`config.mk`:
```
export PLATFORM = sky130hd
export DESIGN_NAME = color_text_parser_unit
export DESIGN_NICKNAME = d
export VERILOG_FILES = /design/src/ctp_pkg.sv /design/src/color_text_parser_unit.sv
export SDC_FILE = /design/constraint.sdc
export NUM_CORES = 1
export LEC_CHECK = 0
export ABC_AREA = 1
export BUFFER_PORTS_ARGS = -buffer_cell sky130_fd_sc_hd__buf_4
export CORE_MARGIN = 2
export CORE_UTILIZATION = 50
export CTS_BUF_LIST = sky130_fd_sc_hd__clkbuf_16
export DETAILED_ROUTE_END_ITERATION = 6
export GPL_TIMING_DRIVEN = 0
export PLACE_DENSITY = 0.67
export SETUP_SLACK_MARGIN = 0.1
export SYNTH_ARGS = -nofsm -noshare
export SYNTH_HDL_FRONTEND = slang
export SYNTH_SLANG_ARGS = --single-unit
```
`constraint.sdc`:
```
create_clock -name clk_i -period 3.9 [get_ports clk_i]
set_clock_uncertainty 0.05 [all_clocks]
set_input_delay 0.78 -clock clk_i [delete_from_list [all_inputs] [get_ports clk_i]]
set_output_delay 0.78 -clock clk_i [all_outputs]
set_load 0.02 [all_outputs]
```
`src/ctp_pkg.sv`:
```
package ctp_pkg;

  localparam int unsigned CharW  = 8;
  localparam int unsigned ColorW = 32;
  localparam int unsigned SlotW  = 3;

  localparam logic [SlotW-1:0] SlotRed   = 3'd0;
  localparam logic [SlotW-1:0] SlotGreen = 3'd1;
  localparam logic [SlotW-1:0] SlotBlue  = 3'd2;
  localparam logic [SlotW-1:0] SlotAlpha = 3'd3;
  localparam logic [SlotW-1:0] SlotNone  = 3'd4;
  localparam logic [SlotW-1:0] SlotWord  = 3'd7;

  localparam logic [ColorW-1:0] MaskRed   = 32'hFF00FFFF;
  localparam logic [ColorW-1:0] MaskGreen = 32'hFFFF00FF;
  localparam logic [ColorW-1:0] MaskBlue  = 32'hFFFFFF00;
  localparam logic [ColorW-1:0] MaskAlpha = 32'h00FFFFFF;

  localparam logic [CharW-1:0] ChSpace = 8'h20;
  localparam logic [CharW-1:0] ChTab   = 8'h09;
  localparam logic [CharW-1:0] ChHash  = 8'h23;
  localparam logic [CharW-1:0] ChLowX  = 8'h78;
  localparam logic [CharW-1:0] ChUpX   = 8'h58;

  // Writes the accumulator into the selected channel (SlotWord: whole
  // word; SlotNone: none); high bits spill into the channels above it.
  function automatic logic [ColorW-1:0] write_channel(
    input logic [ColorW-1:0] color,
    input logic [ColorW-1:0] acc,
    input logic [SlotW-1:0]  slot
  );
    logic [ColorW-1:0] res;
    res = color;
    unique case (slot)
      SlotWord:  res = acc;
      SlotRed:   res = (color & MaskRed) | (acc << 16);
      SlotGreen: res = (color & MaskGreen) | (acc << 8);
      SlotBlue:  res = (color & MaskBlue) | acc;
      SlotAlpha: res = (color & MaskAlpha) | (acc << 24);
      default:   res = color;
    endcase
    return res;
  endfunction

endpackage

```
`src/color_text_parser_unit.sv`:
```
// Color text parser.
// The slave channel carries one text byte per word in s_axis_tdata_i; a word
// with s_axis_tlast_i high ends the string and its byte is not used. Each
// ordinary byte updates the parse state in the cycle it is accepted and
// produces no output. The end word writes a nonzero pending number into its
// channel and, in the cycle after acceptance, presents the packed color word
// (alpha 31-24, red 23-16, green 15-8, blue 7-0) on the master channel.
// Throughput is one word per cycle while no end word is held off; the
// accumulator update is a shift-add times ten or a shift times sixteen.
// The result sits in an output register. While it waits for the receiver,
// ordinary bytes are still accepted; only a further end word is held off
// until the waiting color word has been taken.
// Reset clears the color word to zero, empties the output register and
// puts the parser at the start of a string (decimal, red, skipping blanks).
// The color word persists from one string to the next.
module color_text_parser_unit (
  input  logic                         clk_i,
  input  logic                         rst_ni,
  input  logic                         s_axis_tvalid_i,
  output logic                         s_axis_tready_o,
  input  logic [ctp_pkg::CharW-1:0]    s_axis_tdata_i,  // [7:0] character
  input  logic                         s_axis_tlast_i,  // end_of_string
  output logic                         m_axis_tvalid_o,
  input  logic                         m_axis_tready_i,
  output logic [ctp_pkg::ColorW-1:0]   m_axis_tdata_o   // [31:0] color_word
);

  logic [ctp_pkg::ColorW-1:0] color_q, color_d;
  logic [ctp_pkg::ColorW-1:0] acc_q, acc_d;
  logic                       hex_q, hex_d;
  logic [ctp_pkg::SlotW-1:0]  slot_q, slot_d;
  logic                       lead_q, lead_d;
  logic                       out_valid_q, out_valid_d;
  logic [ctp_pkg::ColorW-1:0] out_data_q, out_data_d;

  logic                       accept;
  logic                       blank;
  logic                       is_digit;
  logic [3:0]                 digit;
  logic [ctp_pkg::ColorW-1:0] acc_scaled;
  logic [ctp_pkg::CharW-1:0]  ch;

  assign ch = s_axis_tdata_i;
  assign s_axis_tready_o = !out_valid_q || m_axis_tready_i || !s_axis_tlast_i;
  assign accept = s_axis_tvalid_i && s_axis_tready_o;
  assign blank = (ch == ctp_pkg::ChSpace) || (ch == ctp_pkg::ChTab);

  always_comb begin
    is_digit = 1'b1;
    digit    = 4'd0;
    if (ch >= 8'h30 && ch <= 8'h39) begin
      digit = 4'(ch - 8'h30);
    end else if (ch >= 8'h41 && ch <= 8'h46) begin
      digit = 4'(ch - 8'h37);
    end else if (ch >= 8'h61 && ch <= 8'h66) begin
      digit = 4'(ch - 8'h57);
    end else begin
      is_digit = 1'b0;
    end
  end

  assign acc_scaled = hex_q ? (acc_q << 4) : ((acc_q << 3) + (acc_q << 1));

  always_comb begin
    color_d     = color_q;
    acc_d       = acc_q;
    hex_d       = hex_q;
    slot_d      = slot_q;
    lead_d      = lead_q;
    out_data_d  = out_data_q;
    out_valid_d = out_valid_q && !m_axis_tready_i;
    if (accept) begin
      if (s_axis_tlast_i) begin
        if (acc_q != '0) begin
          color_d = ctp_pkg::write_channel(color_q, acc_q, slot_q);
        end
        out_data_d  = color_d;
        out_valid_d = 1'b1;
        acc_d       = '0;
        hex_d       = 1'b0;
        slot_d      = ctp_pkg::SlotRed;
        lead_d      = 1'b1;
      end else if (!(lead_q && blank)) begin
        lead_d = 1'b0;
        priority if (ch == ctp_pkg::ChHash) begin
          hex_d  = 1'b1;
          acc_d  = '0;
          slot_d = ctp_pkg::SlotWord;
        end else if (ch == ctp_pkg::ChLowX || ch == ctp_pkg::ChUpX) begin
          hex_d = 1'b1;
        end else if (blank) begin
          color_d = ctp_pkg::write_channel(color_q, acc_q, slot_q);
          if (slot_q == ctp_pkg::SlotWord) begin
            slot_d = ctp_pkg::SlotAlpha;
          end else if (slot_q < ctp_pkg::SlotNone) begin
            slot_d = slot_q + 3'd1;
          end else begin
            slot_d = ctp_pkg::SlotNone;
          end
          acc_d = '0;
          hex_d = 1'b0;
        end else if (is_digit) begin
          acc_d = acc_scaled + ctp_pkg::ColorW'(digit);
        end else begin
          acc_d = acc_q;
        end
      end
    end
  end

  always_ff @(posedge clk_i or negedge rst_ni) begin
    if (!rst_ni) begin
      color_q     <= '0;
      acc_q       <= '0;
      hex_q       <= 1'b0;
      slot_q      <= ctp_pkg::SlotRed;
      lead_q      <= 1'b1;
      out_valid_q <= 1'b0;
    end else begin
      color_q     <= color_d;
      acc_q       <= acc_d;
      hex_q       <= hex_d;
      slot_q      <= slot_d;
      lead_q      <= lead_d;
      out_valid_q <= out_valid_d;
    end
  end

  always_ff @(posedge clk_i) begin
    out_data_q <= out_data_d;
  end

  assign m_axis_tvalid_o = out_valid_q;
  assign m_axis_tdata_o  = out_data_q;

endmodule

```
### Yosys cells after proc, flatten, opt, wreduce, memory -nomap -nowiden

Cells that the tools add are included.
W data, S select, Z words.

| cells by class | value |
|---|---|
| equal/unequal tests | 13 |
| add/sub/neg operators | 6 |
| muxes and demuxes | 36 |
| bitwise logic cells | 4 |
| reductions and logical operators | 25 |
| magnitude comparators | 7 |

Operators with widths:

| cell | number |
|---|---|
| $mux W32 | 13 |
| $pmux W32 S5 | 1 |
| $or A32 B32 Y32 | 3 |
| $add A32 B32 Y32 | 1 |
| $add A32 B4 Y32 | 1 |
| $or A24 B32 Y32 | 1 |
| $reduce_bool A32 Y1 | 1 |
| $mux W3 | 7 |
| $eq A8 B6 Y1 const B | 2 |
| $eq A8 B7 Y1 const B | 2 |
| $ge A8 B7 Y1 const B | 2 |
| $le A8 B7 Y1 const B | 2 |
| $mux W1 | 12 |
| $mux W4 | 3 |
| $eq A8 B4 Y1 const B | 1 |
| $ge A8 B6 Y1 const B | 1 |
| $le A8 B6 Y1 const B | 1 |
| $reduce_and A4 Y1 | 2 |
| $reduce_bool A4 Y1 | 2 |
| $sub A4 B3 Y4 const B | 2 |
| $eq A3 B2 Y1 const B | 2 |
| $logic_and A1 B1 Y1 | 6 |
| $ne A2 B2 Y1 const B | 3 |
| $reduce_and A5 Y1 | 1 |
| other kinds (13) | 19 |

| storage, ports and cells | value |
|---|---|
| register bits after elaboration | 102 |
| input bits | 13 |
| output and inout bits | 34 |
| logic and storage cells | 98 |

### Logic depth before layout (Yosys ltp)

Gate-level depths: netlist of the first run.

| depth | value |
|---|---|
| word-level depth | 12 |
| mapped depth | 26 |
| mapped depth without buffers | 26 |

### Worst setup path before layout of the first run

Ideal clock, no wire load.

| timing path | value |
|---|---|
| path kind | input to register |
| from | in s_axis_tdata_i[0] in the netlist's numbering |
| to | reg acc_q[17] in the netlist's numbering |
| required time | 3.774 ns |
| arrival time | 3.731 ns |
| path slack | 0.042 ns |
| library setup time | 0.076 ns |
| stages | 23 |
| buffers on the path | 0 |
| path through | inv_1 -> ha_1 -> inv_1 -> nor2_1 -> a2111oi_4 -> nand2_1 -> nand2_1 -> inv_1 -> nor3_1 -> inv_1 -> fa_1 -> or2_1 -> a21oi_2 -> nand2_1 -> nor2_4 -> nand2_2 -> nor3_2 -> nand2_1 -> nor2_2 -> nand3_1 -> o21ai_1 -> nand2_1 -> o21ai_1 |

| between the ends | value |
|---|---|
| cells in the longest elaborated chain, start to end | 12 |
| elaborated cells between the ends (all ways) | 37 |
| those cells by class | 4 x add/sub; 6 x order compare; 7 x eq/ne; 12 x mux; 8 x reduce/logical |

Ends and longest elaborated chain:

| element | RTL line | RTL |
|---|---|---|
| from (decl) | color_text_parser_unit.sv:21 | `input logic [ctp_pkg::CharW-1:0] s_axis_tdata_i,` |
| $ge A8 B7 Y1 / $le A8 B7 Y1 (equally long branches) | color_text_parser_unit.sv:55 | `end else if (ch >= 8'h61 && ch <= 8'h66) begin` |
| $logic_and A1 B1 Y1 | color_text_parser_unit.sv:55 |  |
| $mux W4 | color_text_parser_unit.sv:55 |  |
| $mux W4 | color_text_parser_unit.sv:53 | `end else if (ch >= 8'h41 && ch <= 8'h46) begin` |
| $mux W4 | color_text_parser_unit.sv:51 | `if (ch >= 8'h30 && ch <= 8'h39) begin` |
| $add A32 B4 Y32 | color_text_parser_unit.sv:103 | `acc_d = acc_scaled + ctp_pkg::ColorW'(digit);` |
| $mux W32 | color_text_parser_unit.sv:102 | `end else if (is_digit) begin` |
| $mux W32 | color_text_parser_unit.sv:91 | `end else if (blank) begin` |
| $mux W32 | color_text_parser_unit.sv:89 | `end else if (ch == ctp_pkg::ChLowX \|\| ch == ctp_pkg::ChUpX) begin` |
| $mux W32 | color_text_parser_unit.sv:85 | `priority if (ch == ctp_pkg::ChHash) begin` |
| $mux W32 | color_text_parser_unit.sv:83 | `end else if (!(lead_q && blank)) begin` |
| $mux W32 | color_text_parser_unit.sv:73 | `if (s_axis_tlast_i) begin` |
| to (signal assigned) | color_text_parser_unit.sv:114 | `acc_q <= '0;` |
| to (signal assigned) | color_text_parser_unit.sv:121 | `acc_q <= acc_d;` |
| to (decl) | color_text_parser_unit.sv:29 | `logic [ctp_pkg::ColorW-1:0] acc_q, acc_d;` |

Several ways; a longest one is shown, not always the timed one. The select of a mux whose other input is x is not followed.
A chain may end at the register's enable or synchronous reset.

### Worst setup path in the final report of the first run

| timing path | value |
|---|---|
| from | in s_axis_tdata_i[1] in the netlist's numbering |
| to | reg acc_q[17] in the netlist's numbering |

Same word-level chain as after synthesis.

==> results of run 1 <==
==> stage by stage <==
stage / TNS (ns) / hold slack (ns) / instance area (µm²) / cells / setup WS, ns
6_report: 0 / 0.453 / 10400 / 1687 / 0.226
5_1_grt: 0 / 0.468 / 10400 / 1687 / 0.00275
4_1_cts: 0 / 0.458 / 10200 / 1680 / 0.119
3_5_place_dp: -3.83 / 0.445 / 9650 / 1645 / -0.450
3_3_place_gp: -2.97 / 0.437 / 9650 / 1645 / -0.375
2_1_floorplan: 0 / 0.423 / 9010 / 1370 / 0.106
==> state kept, by name, summed over array words and instances, names as in the netlist <==
signal	cells
m_axis_tvalid_o	1
acc_q	32
slot_q	3
m_axis_tdata_o	32
lead_q	1
color_q	32
hex_q	1
==> metal layers <==
layer	wire length (µm)	up-vias
met1	13200	4316
met3	2030	48
li1	-	4659
met2	13200	360
met5	0	-
met4	563	0
==> area by class of cell <==
| cell class | count | area (µm²) |
|---|---|---|
| Tap cell | 229 | 287 |
| Clock buffer | 9 | 225 |
| Fill cell | 1709 | 7470 |
| Sequential cell | 102 | 2710 |
| Buffer | 35 | 168 |
| Multi-Input combinational cell | 998 | 5380 |
| Clock inverter | 7 | 103 |
| Timing Repair Buffer | 73 | 591 |
| Inverter | 234 | 901 |
==> report_power, final <==
group | leakage [nW] | switching, mW | internal (mW)
sequential | 1.22 | 0.122 | 1.39
combinational | 3.64 | 1.22 | 0.635
clock | 0.160 | 0.463 | 0.522
total | 5.01 | 1.81 | 2.55
==> layout by cell type, fill, tap and decap left out, drive strengths merged, types with 10 or more instances in the layout <==
cell,instances
a21oi,36
a31oi,10
buf,91
clkbuf,26
dfrtp,69
edfxtp,32
ha,40
inv,231
nand2,429
nand3,112
nand4,23
nor2,130
nor3,13
o211ai,14
o21ai,101
o22ai,46
==> tightest hold or removal path, delay by kind of cell, from the launching register on <==
kind	cells	cell delay (ns)
flip-flops	1	0.37
AO/OA/AOI/OAI	1	0.08
buffers and inverters	1	0.06
==> cell families (layout without fill, tap and decap cells) <==
logic type | after synthesis | after routing | share of synthesized area
mux | 7 | 7 | 0.00875
xor+xnor | 1 | 1 | 0.000972
simple gates | 719 | 719 | 0.358
buf+inv | 270 | 358 | 0.116
compound gates | 229 | 229 | 0.155
fa+ha+maj | 42 | 42 | 0.0600
flops | 102 | 102 | 0.301
==> worst max-delay path by stage <==
stage / to / startpoint
after floorplan: acc_q[17]$_DFFE_PN0P_ / s_axis_tdata_i[0]
after global placement: acc_q[17]$_DFFE_PN0P_ / s_axis_tdata_i[1]
after detailed placement: acc_q[17]$_DFFE_PN0P_ / s_axis_tdata_i[0]
after CTS: acc_q[17]$_DFFE_PN0P_ / s_axis_tdata_i[0]
after global routing: acc_q[17]$_DFFE_PN0P_ / s_axis_tdata_i[0]
final: acc_q[17]$_DFFE_PN0P_ / s_axis_tdata_i[1]
==> repair_timing <==
| item | in CTS | in global routing |
|---|---|---|
| endpoints found under the hold margin | 0 | 0 |
| setup buffers | 19 | 7 |
| setup endpoints to repair | 10 | 48 |
| hold buffers | 0 | 0 |
| pin swaps | 13 | 22 |
| resized for setup | 19 | 40 |
==> results.yml, run 1 <==
timing:
  finalHoldViolCount: 0
  fin_crit_sh: 0.942
  fin_crit_ns: 3.67
  worst_pin_slew_ns: 0.986
  finalMaxSlewViolations: 0
  rsz0062_at_grt: "true"
  fmax_mhz: 272
  relSlewSlack: 0.343
  setup_violations: 0
synth:
  ys_top_cells_by_count: "nand2_1, inv_1, nand3_1, nor2_1, dfrtp_1"
  synthTopCellsByArea: "dfrtp_1, nand2_1, edfxtp_1"
  syn_area_per_cell_um2: 6.58
  ys_seq_area_frac: 0.301
  ys_ff_latch: 102
  synth_fp_nets: 1425
  synth_cells: 1370
  synth_ff_type: "dfrtp_1"
  syn_area_um2: 9010
  yosys.cell_count.top_type: "nand2_1"
  synth-async-reset-ratio: 0.686
  synth_edf_count: 32
  yosys_warnings: 0
  synth.distinct_cells: 48
  synth_top_area_frac: 0.192
  yosysTopAreaCell: "dfrtp_1"
worst_setup_path:
  worstPathRequired_ns: 4.13
  worst_setup_path_start_kind: "input pin"
  cp_cell_sequence: "buf_8, inv_8, ha_4, inv_4, a2111oi_4, buf_4, nand3_2, o21ai_2, ha_2, inv_2, fa_2, or2_4, a21oi_4, nand2_2, nor2_4, nand2_2, nor3_4, nand2_2, nor2_4, nand3_4, o21ai_2, nand2_1, o21ai_1"
  crit_slowest_cell: "a2111oi_4"
  crit_cells: 23
  critPathTopFamily: "simple AND/OR/NAND/NOR gates"
  reg2reg_slack_ns: 0.64
  ff2ff_path_depth: 18
  crit_top_cell: "nand2_2"
  timing.critical_path.buf_inv: 5
  critPathMaxFanout: 3
  r2r-start: "hex_q$_DFFE_PN0P_"
  critPathMaxStageDelay_ns: 0.37
  critPathKind: "in2reg"
  end_kind: "flip-flop"
  r2r-end: "acc_q[17]$_DFFE_PN0P_"
  crit_arrival_ns: 3.91
grt:
  grt_first_pass_wirelength_um: 46600
  met3_usage: 0.0409
  grt_use_met1: 0.437
  busiest_layer: "met2"
  grt_max_degree: 71
  grt_overflow: 0
  grt_usage: 0.302
  antenna_found_initial: 0
  grt_use_met2: 0.489
  grt_pass1_vias: 8725
drt:
  vias: 9383
  ant_nets: 0
  wl_per_cell_um: 17.2
  drt_wl_total_um: 29000
  route.detailed.drc: 2
  first_pass_iters: 7
  viasPerCell: 5.56
  drt_first_iter_violations: 907
pwr:
  p_leak_nw: 5.01
  finalPower_mw: 4.36
  power_density_nw_per_um2: 420
  ir_worst_vdd_v: 0.000366
die:
  die_area_um2: 19100
  die_y_um: 138
  start_util: 0.505
  fp.dieW_um: 138
  rows: 49
  io_pins: 47
  design.core.area_um2: 17800
layout:
  antenna_cells: 0
  num-nets-final: 1508
  area_growth_pct: 15.1
  final_util: 0.581
  drive_gt1_frac: 0.167
cts:
  h-tree-depth: 3
  cts_tree: "done"
  cts_buffer_depth: 2
  cts_sinks: 102
  numCtsBuffers: 9
  clk_pin_slew_ns: 0.08
  clock-root-buffer: "clkbuf_16"
  insertion_delay_ns: 0.36
run:
  max_cap_viol_count: 0
worst_hold_path:
  holdPathEnd: "lead_q$_DFFE_PN1P_"
  holdPathStages: 2
  hold_start: "lead_q$_DFFE_PN1P_"
  min_path_type: "reg2reg"
run_status:
  status: "complete, but fails checks"
  violations: "design-rule violations"
placed_design:
  globalplace.congestion: 0.948
  port_buffers: 46
  dpl.hpwl_um: 22600
Power figures use the tool's default switching activity.
==> run 2, diff against run 1 <==
- BUFFER_PORTS_ARGS: -buffer_cell sky130_fd_sc_hd__buf_4 -> not set
- DONT_BUFFER_PORTS: not set -> 1
- PLACE_DENSITY: 0.67 -> not set
==> run 2 against run 1 <==
Compared with the run above:
- fmax fell by 1.2%
- via count fell by 3.8%
- clock power fell by 9.2%
- routed wire length fell by 1.4%
- first-iteration DRC count fell by 16%
- largest power group is now registers
- clock-buffer cell count did not move
- sequential share of layout area rose by 1.8 points
- the flow now finishes without violations
- die area did not move
- sequential power rose by 7%
- critical endpoint unchanged
- design area fell by 6.3%
==> results.yml, run 2 (synthesized netlist as in run 1, its figures left out) <==
worst_setup_path:
  critPathTopFamily: "simple AND/OR/NAND/NOR gates"
  critPathMaxStageDelay_ns: 0.38
  ff2ff_path_depth: 18
  critPathMaxFanout: 4
  crit_slowest_cell: "fa_2"
  worst_setup_path_start_kind: "input pin"
  worstPathRequired_ns: 4.12
  timing.critical_path.buf_inv: 4
  crit_arrival_ns: 3.94
  cp_cell_sequence: "inv_12, ha_4, inv_4, nor2_4, a2111oi_4, buf_4, nand3_2, o21ai_1, ha_2, inv_2, fa_2, or2_1, a21oi_2, nand2_2, nor2_4, nand2_2, nor3_4, nand2_2, nor2_4, nand3_4, o21ai_2, nand2_1, o21ai_1"
  end_kind: "flip-flop"
  crit_cells: 23
  critPathKind: "in2reg"
placed_design:
  port_buffers: 0
  globalplace.congestion: 0.956
  placed_cells_incl_taps: 1599
  dpl.hpwl_um: 22900
die:
  die_area_um2: 19100
  io_pins: 47
  rows: 49
  start_util: 0.505
  die_y_um: 138
  design.core.area_um2: 17800
  fp.dieW_um: 138
drt:
  drt_first_iter_violations: 760
  first_pass_iters: 5
  wl_per_cell_um: 17.7
  viasPerCell: 5.58
  vias: 9029
  route.detailed.drc: 0
  ant_nets: 0
  drt_wl_total_um: 28600
timing:
  finalHoldViolCount: 0
  worst_pin_slew_ns: 1.22
  setup_violations: 0
  fin_crit_ns: 3.72
  finalMaxSlewViolations: 0
  rsz0062_at_grt: "true"
  fin_crit_sh: 0.953
  relSlewSlack: 0.184
  fmax_mhz: 269
cts:
  numCtsBuffers: 9
  clock-root-buffer: "clkbuf_16"
  cts_sinks: 102
  h-tree-depth: 3
  insertion_delay_ns: 0.35
  cts_tree: "done"
  cts_buffer_depth: 2
  cts-hold-fix-buffers: 0
  clk_pin_slew_ns: 0.07
grt:
  grt_use_met1: 0.449
  grt_pass1_vias: 8570
  grt_first_pass_wirelength_um: 46700
  grt_use_met2: 0.479
  met3_usage: 0.0499
  grt_overflow: 0
  grt_usage: 0.306
  grt_max_degree: 71
  busiest_layer: "met2"
  antenna_found_initial: 0
layout:
  drive_gt1_frac: 0.116
  area_growth_pct: 7.89
  final_cell_mix: "nand2_1, inv_1, nand3_1"
  antenna_cells: 0
  stdcell_count: 1618
  final_util: 0.545
  num-nets-final: 1439
  layout_commonest_cell: "nand2_1"
pwr:
  power_density_nw_per_um2: 423
  finalPower_mw: 4.11
  p_leak_nw: 4.63
  ir_worst_vdd_v: 0.000280
run_status:
  status: "finished clean"
run:
  max_cap_viol_count: 0
worst_hold_path:
  min_path_type: "in2async"
-- run 2: path summary, 6_finish.rpt --
kind | startpoint | endpoint | slack (ns)
setup / recovery | s_axis_tdata_i[1] | acc_q[17]$_DFFE_PN0P_ | 0.18
setup reg to reg | hex_q$_DFFE_PN0P_ | acc_q[17]$_DFFE_PN0P_ | 0.51
max in group asynchronous | rst_ni | lead_q$_DFFE_PN1P_ | 3.52
hold / removal | rst_ni | acc_q[29]$_DFFE_PN0P_ | 0.07
min in group clk_i | lead_q$_DFFE_PN1P_ | lead_q$_DFFE_PN1P_ | 0.47
hold reg to reg | lead_q$_DFFE_PN1P_ | lead_q$_DFFE_PN1P_ | 0.47
-- run 2: worst register-to-register path: stages, from the launching register on --
cell	delay, ns
dfrtp_1	0.40
buf_6	0.15
buf_2	0.26
nor2_1	0.19
ha_2	0.20
inv_2	0.04
fa_2	0.38
or2_1	0.26
a21oi_2	0.17
nand2_2	0.09
nor2_4	0.16
nand2_2	0.09
nor3_4	0.20
nand2_2	0.10
nor2_4	0.13
nand3_4	0.09
o21ai_2	0.13
nand2_1	0.06
o21ai_1	0.13
-- run 2: layout make-up --
class | count | area, µm²
plain buffers | 35 | 160
clock buffers | 9 | 225
clock inverters | 7 | 66.3
fillers | 1780 | 8120
inverters | 234 | 903
multi-input cells | 998 | 5330
flip-flops and latches | 102 | 2710
well taps | 229 | 287
repair buffers | 4 | 30.0
-- run 2: power by group --
part | leakage, nW | internal, mW | switching, mW
registers | 1.22 | 1.40 | 0.209
clock network | 0.141 | 0.448 | 0.446
logic | 3.28 | 0.531 | 1.08
-- run 2: layer usage --
metal,up-vias,share of wire
met1,4196,0.47
li1,4536,-
met2,265,0.45
met5,-,0
met3,32,0.061
met4,0,0.015
-- run 2: stage by stage --
stage	TNS (ns)	cell area (µm²)	setup slack [ns]	hold WS [ns]
2_1_floorplan	0	9010	0.106	0.423
3_3_place_gp	-1.89	9300	-0.270	0.437
3_5_place_dp	-3.01	9300	-0.365	0.437
4_1_cts	0	9630	0.102	0.0605
5_1_grt	-0.0250	9720	-0.0250	0.0596
6_report	0	9720	0.182	0.0688
-- run 2: repair_timing --
action                                  in CTS  in global routing
setup buffers                                3                  1
pin swaps                                    8                 17
endpoints found under the setup margin       6                 17
gates resized for setup                      4                 29
cloned                                       0                  0
